`src/design/pscc_pkg.sv`:
```
// Package for the path segment safety checker.
// Holds the segment state type, the prefix text and the byte and stem tests.
// No dependencies.
package pscc_pkg;

  localparam logic [2:0] PREFIX_LEN = 3'd7;
  localparam logic [1:0] SEG_LEN_MAX = 2'd3;
  localparam logic [2:0] STEM_MAX = 3'd4;
  localparam logic [2:0] STEM_OVER = 3'd5;

  localparam logic [7:0] CH_SLASH = 8'h2f;
  localparam logic [7:0] CH_DOT = 8'h2e;
  localparam logic [7:0] CH_SPACE = 8'h20;
  localparam logic [7:0] CH_LOW_A = 8'h61;
  localparam logic [7:0] CH_LOW_Z = 8'h7a;
  localparam logic [7:0] CASE_OFS = 8'h20;
  localparam logic [7:0] CH_ONE = 8'h31;
  localparam logic [7:0] CH_NINE = 8'h39;

  typedef struct packed {
    logic [1:0]      seg_len;
    logic            all_dots;
    logic [7:0]      prev;
    logic [3:0][7:0] stem;
    logic [2:0]      stem_len;
    logic            stem_closed;
  } seg_t;

  localparam seg_t SEG_RESET = '{
    seg_len: 2'd0, all_dots: 1'b1, prev: 8'h00, stem: '0,
    stem_len: 3'd0, stem_closed: 1'b0
  };

  // expected byte of "Assets/" at a given position
  function automatic logic [7:0] prefix_char(input logic [2:0] pos);
    logic [7:0] c;
    case (pos)
      3'd0: c = "A";
      3'd1: c = "s";
      3'd2: c = "s";
      3'd3: c = "e";
      3'd4: c = "t";
      3'd5: c = "s";
      3'd6: c = "/";
      default: c = 8'h00;
    endcase
    return c;
  endfunction

  function automatic logic is_bad_byte(input logic [7:0] b);
    return (b < CH_SPACE) ||
           (b inside {8'h5c, 8'h3a, 8'h2a, 8'h3f, 8'h22, 8'h3c, 8'h3e, 8'h7c});
  endfunction

  function automatic logic stem_is(input seg_t s, input logic [23:0] txt);
    return s.stem[0] == txt[23:16] && s.stem[1] == txt[15:8] && s.stem[2] == txt[7:0];
  endfunction

  function automatic logic stem_is_device(input seg_t s);
    logic dev;
    dev = 1'b0;
    if (s.stem_len == 3'd3) begin
      dev = stem_is(s, "CON") || stem_is(s, "PRN") ||
            stem_is(s, "AUX") || stem_is(s, "NUL");
    end else if (s.stem_len == STEM_MAX) begin
      dev = (stem_is(s, "COM") || stem_is(s, "LPT")) &&
            s.stem[3] >= CH_ONE && s.stem[3] <= CH_NINE;
    end
    return dev;
  endfunction

  // closing a segment: does it break a rule
  function automatic logic seg_fails(input seg_t s);
    logic f;
    if (s.seg_len == 2'd0) begin
      f = 1'b1;
    end else begin
      f = (s.all_dots && s.seg_len <= 2'd2) ||
          s.prev == CH_DOT || s.prev == CH_SPACE || stem_is_device(s);
    end
    return f;
  endfunction

endpackage

```
`src/design/pscc_in_if.sv`:
```
// Input channel of the path segment safety checker: one path byte per word.
// Depends on nothing.
interface pscc_in_if;
  logic       valid;
  logic       ready;
  logic [7:0] path_byte;
  logic       final_byte;

  modport source(output valid, output path_byte, output final_byte, input ready);
  modport sink(input valid, input path_byte, input final_byte, output ready);
endinterface

```
`src/design/pscc_out_if.sv`:
```
// Result channel of the path segment safety checker: one verdict per word.
// Depends on nothing.
interface pscc_out_if;
  logic valid;
  logic ready;
  logic path_safe;

  modport source(output valid, output path_safe, input ready);
  modport sink(input valid, input path_safe, output ready);
endinterface

```
`src/design/pscc_rule_core.sv`:
```
// Rule state of the path checker: prefix match, fail flag, current segment.
// Updates on each stepped byte and gives the verdict on a final byte.
// Depends on pscc_pkg.
module pscc_rule_core (
  input  logic       clk,
  input  logic       rst_n,
  input  logic       step,
  input  logic [7:0] byte_in,
  input  logic       last_in,
  output logic       verdict
);

  logic [2:0]    pp_r, pp_nxt;
  logic          fail_r, fail_nxt;
  pscc_pkg::seg_t seg_r, seg_nxt;

  always_comb begin
    pscc_pkg::seg_t s;
    logic [2:0] pp;
    logic       f;
    logic [7:0] up;
    s  = seg_r;
    pp = pp_r;
    f  = fail_r;
    up = byte_in;

    if (pp < pscc_pkg::PREFIX_LEN) begin
      if (byte_in == pscc_pkg::prefix_char(pp)) begin
        pp = pp + 3'd1;
      end else begin
        f = 1'b1;
      end
    end

    if (byte_in == pscc_pkg::CH_SLASH) begin
      f = f | pscc_pkg::seg_fails(s);
      s = pscc_pkg::SEG_RESET;
    end else begin
      if (s.seg_len < pscc_pkg::SEG_LEN_MAX) s.seg_len = s.seg_len + 2'd1;
      if (byte_in != pscc_pkg::CH_DOT) s.all_dots = 1'b0;
      f = f | pscc_pkg::is_bad_byte(byte_in);
      if (!s.stem_closed) begin
        if (byte_in == pscc_pkg::CH_DOT) begin
          s.stem_closed = 1'b1;
        end else begin
          if (byte_in >= pscc_pkg::CH_LOW_A && byte_in <= pscc_pkg::CH_LOW_Z) begin
            up = byte_in - pscc_pkg::CASE_OFS;
          end
          if (s.stem_len < pscc_pkg::STEM_MAX) s.stem[s.stem_len[1:0]] = up;
          if (s.stem_len < pscc_pkg::STEM_OVER) s.stem_len = s.stem_len + 3'd1;
        end
      end
      s.prev = byte_in;
    end

    verdict = !(f | pscc_pkg::seg_fails(s)) && pp == pscc_pkg::PREFIX_LEN;

    if (last_in) begin
      pp_nxt   = 3'd0;
      fail_nxt = 1'b0;
      seg_nxt  = pscc_pkg::SEG_RESET;
    end else begin
      pp_nxt   = pp;
      fail_nxt = f;
      seg_nxt  = s;
    end
  end

  always_ff @(posedge clk) begin
    if (!rst_n) begin
      pp_r   <= 3'd0;
      fail_r <= 1'b0;
      seg_r  <= pscc_pkg::SEG_RESET;
    end else if (step) begin
      pp_r   <= pp_nxt;
      fail_r <= fail_nxt;
      seg_r  <= seg_nxt;
    end
  end

endmodule

```
`src/design/path_segment_safety_check.sv`:
```
// Path segment safety checker: takes a relative path one byte per word and
// gives one safe/unsafe verdict word per path. The final byte is held in the
// input register and its verdict in the output register. One byte is taken
// every cycle, as the rule state steps from the input register. A byte waits
// only when it is a final byte and the previous verdict has not been taken.
// Depends on pscc_pkg, pscc_in_if, pscc_out_if and pscc_rule_core.
module path_segment_safety_check (
  input  logic              clk,
  input  logic              rst_n,
  pscc_in_if.sink           in_ch,
  pscc_out_if.source        out_ch
);

  logic       in_vld_r;
  logic [7:0] byte_r;
  logic       last_r;
  logic       out_vld_r;
  logic       safe_r;
  logic       out_free;
  logic       advance;
  logic       verdict;

  assign out_free = !out_vld_r || out_ch.ready;
  assign advance  = in_vld_r && (!last_r || out_free);
  assign in_ch.ready = !in_vld_r || advance;

  pscc_rule_core u_core (
    .clk     (clk),
    .rst_n   (rst_n),
    .step    (advance),
    .byte_in (byte_r),
    .last_in (last_r),
    .verdict (verdict)
  );

  always_ff @(posedge clk) begin
    if (!rst_n) begin
      in_vld_r <= 1'b0;
    end else if (in_ch.ready) begin
      in_vld_r <= in_ch.valid;
    end
  end

  always_ff @(posedge clk) begin
    if (in_ch.valid && in_ch.ready) begin
      byte_r <= in_ch.path_byte;
      last_r <= in_ch.final_byte;
    end
  end

  always_ff @(posedge clk) begin
    if (!rst_n) begin
      out_vld_r <= 1'b0;
    end else if (advance && last_r) begin
      out_vld_r <= 1'b1;
    end else if (out_ch.ready) begin
      out_vld_r <= 1'b0;
    end
  end

  always_ff @(posedge clk) begin
    if (advance && last_r) begin
      safe_r <= verdict;
    end
  end

  assign out_ch.valid     = out_vld_r;
  assign out_ch.path_safe = safe_r;

`ifndef SYNTHESIS
  a_verdict_loaded: assert property (@(posedge clk) disable iff (!rst_n)
    advance && last_r |=> out_vld_r)
    else $error("verdict not presented after final byte");

  a_final_held: assert property (@(posedge clk) disable iff (!rst_n)
    in_vld_r && last_r && !out_free |=> in_vld_r && last_r && $stable(byte_r))
    else $error("stalled final byte lost");

  a_stall_cause: assert property (@(posedge clk) disable iff (!rst_n)
    !in_ch.ready |-> in_vld_r && last_r && out_vld_r && !out_ch.ready)
    else $error("input stalled without a blocked verdict");
`endif

endmodule
```
`src/flat_wrapper.sv`:
```
// flat-port wrapper written by rule: the top's interface ports become plain ports
module path_segment_safety_check_flat 
  (clk, rst_n, in_ch_valid, in_ch_path_byte, in_ch_final_byte, in_ch_ready, out_ch_valid, out_ch_path_safe, out_ch_ready);
  pscc_in_if in_ch_i ();
  pscc_out_if out_ch_i ();
  input  logic clk;
  input  logic rst_n;
  input wire logic [$bits(in_ch_i.valid)-1:0] in_ch_valid;
  input wire logic [$bits(in_ch_i.path_byte)-1:0] in_ch_path_byte;
  input wire logic [$bits(in_ch_i.final_byte)-1:0] in_ch_final_byte;
  output wire logic [$bits(in_ch_i.ready)-1:0] in_ch_ready;
  output wire logic [$bits(out_ch_i.valid)-1:0] out_ch_valid;
  output wire logic [$bits(out_ch_i.path_safe)-1:0] out_ch_path_safe;
  input wire logic [$bits(out_ch_i.ready)-1:0] out_ch_ready;
  assign in_ch_i.valid = in_ch_valid;
  assign in_ch_i.path_byte = in_ch_path_byte;
  assign in_ch_i.final_byte = in_ch_final_byte;
  assign in_ch_ready = in_ch_i.ready;
  assign out_ch_valid = out_ch_i.valid;
  assign out_ch_path_safe = out_ch_i.path_safe;
  assign out_ch_i.ready = out_ch_ready;
  path_segment_safety_check u_core (.clk(clk), .rst_n(rst_n), .in_ch(in_ch_i), .out_ch(out_ch_i));
endmodule
```
`config.mk`:
```
export PLATFORM = sky130hd
export DESIGN_NAME = path_segment_safety_check_flat
export DESIGN_NICKNAME = d
export VERILOG_FILES = /design/src/design/pscc_pkg.sv /design/src/design/pscc_in_if.sv /design/src/design/pscc_out_if.sv /design/src/design/pscc_rule_core.sv /design/src/design/path_segment_safety_check.sv /design/src/flat_wrapper.sv
export SDC_FILE = /design/constraint.sdc
export NUM_CORES = 1
export LEC_CHECK = 0
export ABC_AREA = 1
export BUFFER_PORTS_ARGS = -buffer_cell sky130_fd_sc_hd__buf_2
export CAP_MARGIN = 20
export CORE_MARGIN = 2
export CORE_UTILIZATION = 50
export DETAILED_ROUTE_END_ITERATION = 10
export GPL_TIMING_DRIVEN = 0
export PLACE_DENSITY = 0.67
export SYNTH_ARGS = -nofsm -noshare
export SYNTH_HDL_FRONTEND = slang
export SYNTH_SLANG_ARGS = --single-unit
```
`constraint.sdc`:
```
create_clock -name clk -period 4.9 [get_ports clk]
set_clock_uncertainty 0.15 [all_clocks]
set_input_delay 0.735 -clock clk [delete_from_list [all_inputs] [get_ports clk]]
set_output_delay 0.735 -clock clk [all_outputs]
set_load 0.01 [all_outputs]
```
==> run summary <==
The width of the die is 97.8 um, and the synthesis warning total is 0. TritonCTS built the clock tree. The first global-routing pass estimated 22200 um of wire.

The maximum clock frequency is 0.340 GHz, and the maximum number of pins on one net before global-route repair is 12. For the remaining number of nets flagged by the antenna check after routing, the log shows 0. The number of nets in the synthesized netlist is 725. After routing the design area is 4790 um^2.

Of all nets on the critical path, the largest fanout is 8. STA classifies the critical path startpoint as a flip-flop. From synthesis to final layout, the design area changed by 9.02%. Summing all placed instances gives a cell area of 4610 um^2.

The HPWL after detailed placement is 10200 um. Placeable core area: 8640 um^2. Initial standard-cell utilization of the core: 0.509.

The clock net in this run drives a total of 63 sinks. For this run the aggregate overflow at the end of global routing stands at 0. The number of clock buffers added by TritonCTS is 9. The via count was 4778; the data arrival at the endpoint of the critical path was 2.90 ns. Fraction of synthesized cell area taken by the top area cell type: 0.241. Setup violations remaining at the end of the flow were counted as 0. The vertical die dimension is 97.8 um.

The routed design has 13900 um of wire. The initial antenna violation count was 0. For the DRC marker count from the first detailed-route iteration, the log shows 325. Summed over all cells, the static leakage comes to 2.01 nW. The number of different library cells in the post-synthesis netlist came out at 42.

Counting flops and latches in the post-synthesis netlist gives 63. For the pin with the worst max-slew slack, the measured transition is 0.722 ns. The final cell count without fillers came out at 840. For the worst hold-check slack, the log shows 0.316 ns. The share of the yosys chip area belonging to registers was 0.310. Subtracting the final worst setup slack from the clock period gives 2.94 ns. After detailed placement, the design holds a cell count of 824.

For the DRC violation count after routing, the log shows 0. The clock passes through at most 2 buffers. Power comes to 1.13 mW.

Count of input and output buffers: 15. The run finished with clean final reports. For the post-synth design cell area, the log shows 4400 um^2. The post-synthesis area per instance was 6.27 um^2. The tools report the area enclosed by the die boundary as 9560 um^2. Post-route clock period utilization: 0.600.

Worst min-delay path category: flip-flop to flip-flop. Clock latency on the worst-skew pair, taken at its later pin, is 0.35 ns. The largest total area in the synthesized netlist belongs to dfxtp_1. The tools report the count of final hold-check violations as 0. Yosys attributes the largest share of cell area to dfxtp_1 24%, nand2_1 17%, nand3_1 7.9%, a21oi_1 7.7%, inv_1 7.0%.

The per-cell via count in the routed design was 5.69. The top cell types in the final layout, fill and taps aside, are 200 x nand2_1, 82 x inv_1, 69 x nand3_1. The logs give 2.05 ns for the worst slack at placement and 0 for the number of buffers inserted for hold repair after clock tree synthesis. In the final routed layout, each cell accounts on average for 16.5 um.

Once the clock tree was built, the setup fixing pass inserted 0 buffers. Number of pins exceeding their max-slew limit in the final report: 0. Once routing completed, OpenROAD measured the worst setup slack at 1.96 ns.

The tool flagged a number of max-cap violations equal to 0. The first-pass iteration count of the detailed router is 5. The critical path is of the flip-flop to flip-flop type. After the last flow step, the layout net total stands at 751.

In this run the clock root is driven by a clkbuf_8. After clock tree synthesis, the repair step resized 0 gates. The power per standard cell area was 236 nW/um^2. The logs give 0.519 for the worst slew margin relative to its limit and 701 for the post-synthesis instance total. The number of placed I/O pins is 16.

The logs give 34 for the number of rows created at floorplan and 0 ns for the accumulated negative setup slack. The worst setup path is captured at a flip-flop. The final core utilization is 0.555, and the H-tree depth is 3. The number of diodes added for antenna fixing was 0; the number of global-route vias before repair was 4444.

The overall track demand over capacity in global routing was 0.293. The library cell used most frequently in the layout, excluding fill and tap cells, is nand2_1. The clock transition at the registers of the reported paths came out at 0.08 ns.

Setup repair after global routing left no endpoint under its margin. At the end of routability-driven placement, the weighted congestion stood at 1.02. For the worst setup path, the data required time is 4.86 ns. The maximum vdd ir drop is 0.000144 V.

The share of final-layout standard cells stronger than drive strength 1 works out to 0.0997.
area by class of cell:
cell class | instances | area, um^2
Fill cell | 901 | 3840
Multi-Input combinational cell | 522 | 2580
Sequential cell | 63 | 1360
Inverter | 92 | 345
Clock buffer | 13 | 169
Tap cell | 108 | 135
Buffer | 24 | 115
Timing Repair Buffer | 15 | 75.1
Clock inverter | 3 | 17.5
state kept, by name, summed over array words and instances (netlist names):
register and cells:
u_core.u_core.fail_r 1, u_core.out_ch.path_safe 1, u_core.u_core.seg_r 47, u_core.in_vld_r 1, u_core.byte_r 8, u_core.last_r 1, u_core.u_core.pp_r 3, u_core.out_ch.valid 1
layer usage:
metal	share of wire	vias up	global-route usage
li1	-	2366	-
met1	0.46	2187	0.408
met2	0.44	190	0.455
met3	0.072	35	0.0465
met4	0.031	0	0.120
met5	0	-	0
path summary, 6_finish.rpt:
check                               start                       to  slack (ns)  depth (start not counted)
setup / recovery   u_core.u_core.seg_r[1]  u_core.out_ch.path_safe        1.96                         17
hold / removal    u_core.u_core.seg_r[27]  u_core.u_core.seg_r[27]        0.32                          2
setup reg to reg   u_core.u_core.seg_r[1]  u_core.out_ch.path_safe        1.96                         17
hold reg to reg   u_core.u_core.seg_r[27]  u_core.u_core.seg_r[27]        0.32                          2
worst max-delay path: stages, from the launching register on:
cell	delay [ns]
dfxtp_1	0.36
inv_1	0.12
ha_1	0.17
inv_1	0.06
nor2_1	0.34
nand3_2	0.28
nand2_1	0.15
nand3_1	0.17
inv_1	0.16
nand2_1	0.06
nor2_1	0.10
nand3_1	0.08
nor2_1	0.14
nand3_1	0.08
nand2_1	0.11
nand2_1	0.06
nand2_1	0.06
nor2_1	0.05
cells by family after synthesis:
family | synth area share
AOI/OAI and AO/OA | 0.125
buffers and inverters | 0.105
and+or+nand+nor | 0.425
DFF | 0.310
xor gates and xnor gates | 0.00398
adders and majority gates | 0.0313
report_power, final:
group          internal, mW  switching (mW)
logic                0.0386           0.105
clock network         0.224           0.213
registers             0.538          0.0138
Yosys cell counts, drive strengths merged:
cell type and instances:
a2111o 1, a21boi 2, a21oi 69, a31oi 2, and2 1, buf 9, clkbuf 15, clkinv 1
dfxtp 53, edfxtp 10, ha 11, inv 91, nand2 204, nand3 77, nand3b 3, nand4 35
nor2 68, nor3 12, nor3b 1, nor4 3, o2111ai 1, o211ai 4, o21a 1, o21ai 20
o22ai 2, or2 3, xor2 2
(Power assumes the default switching activity.)
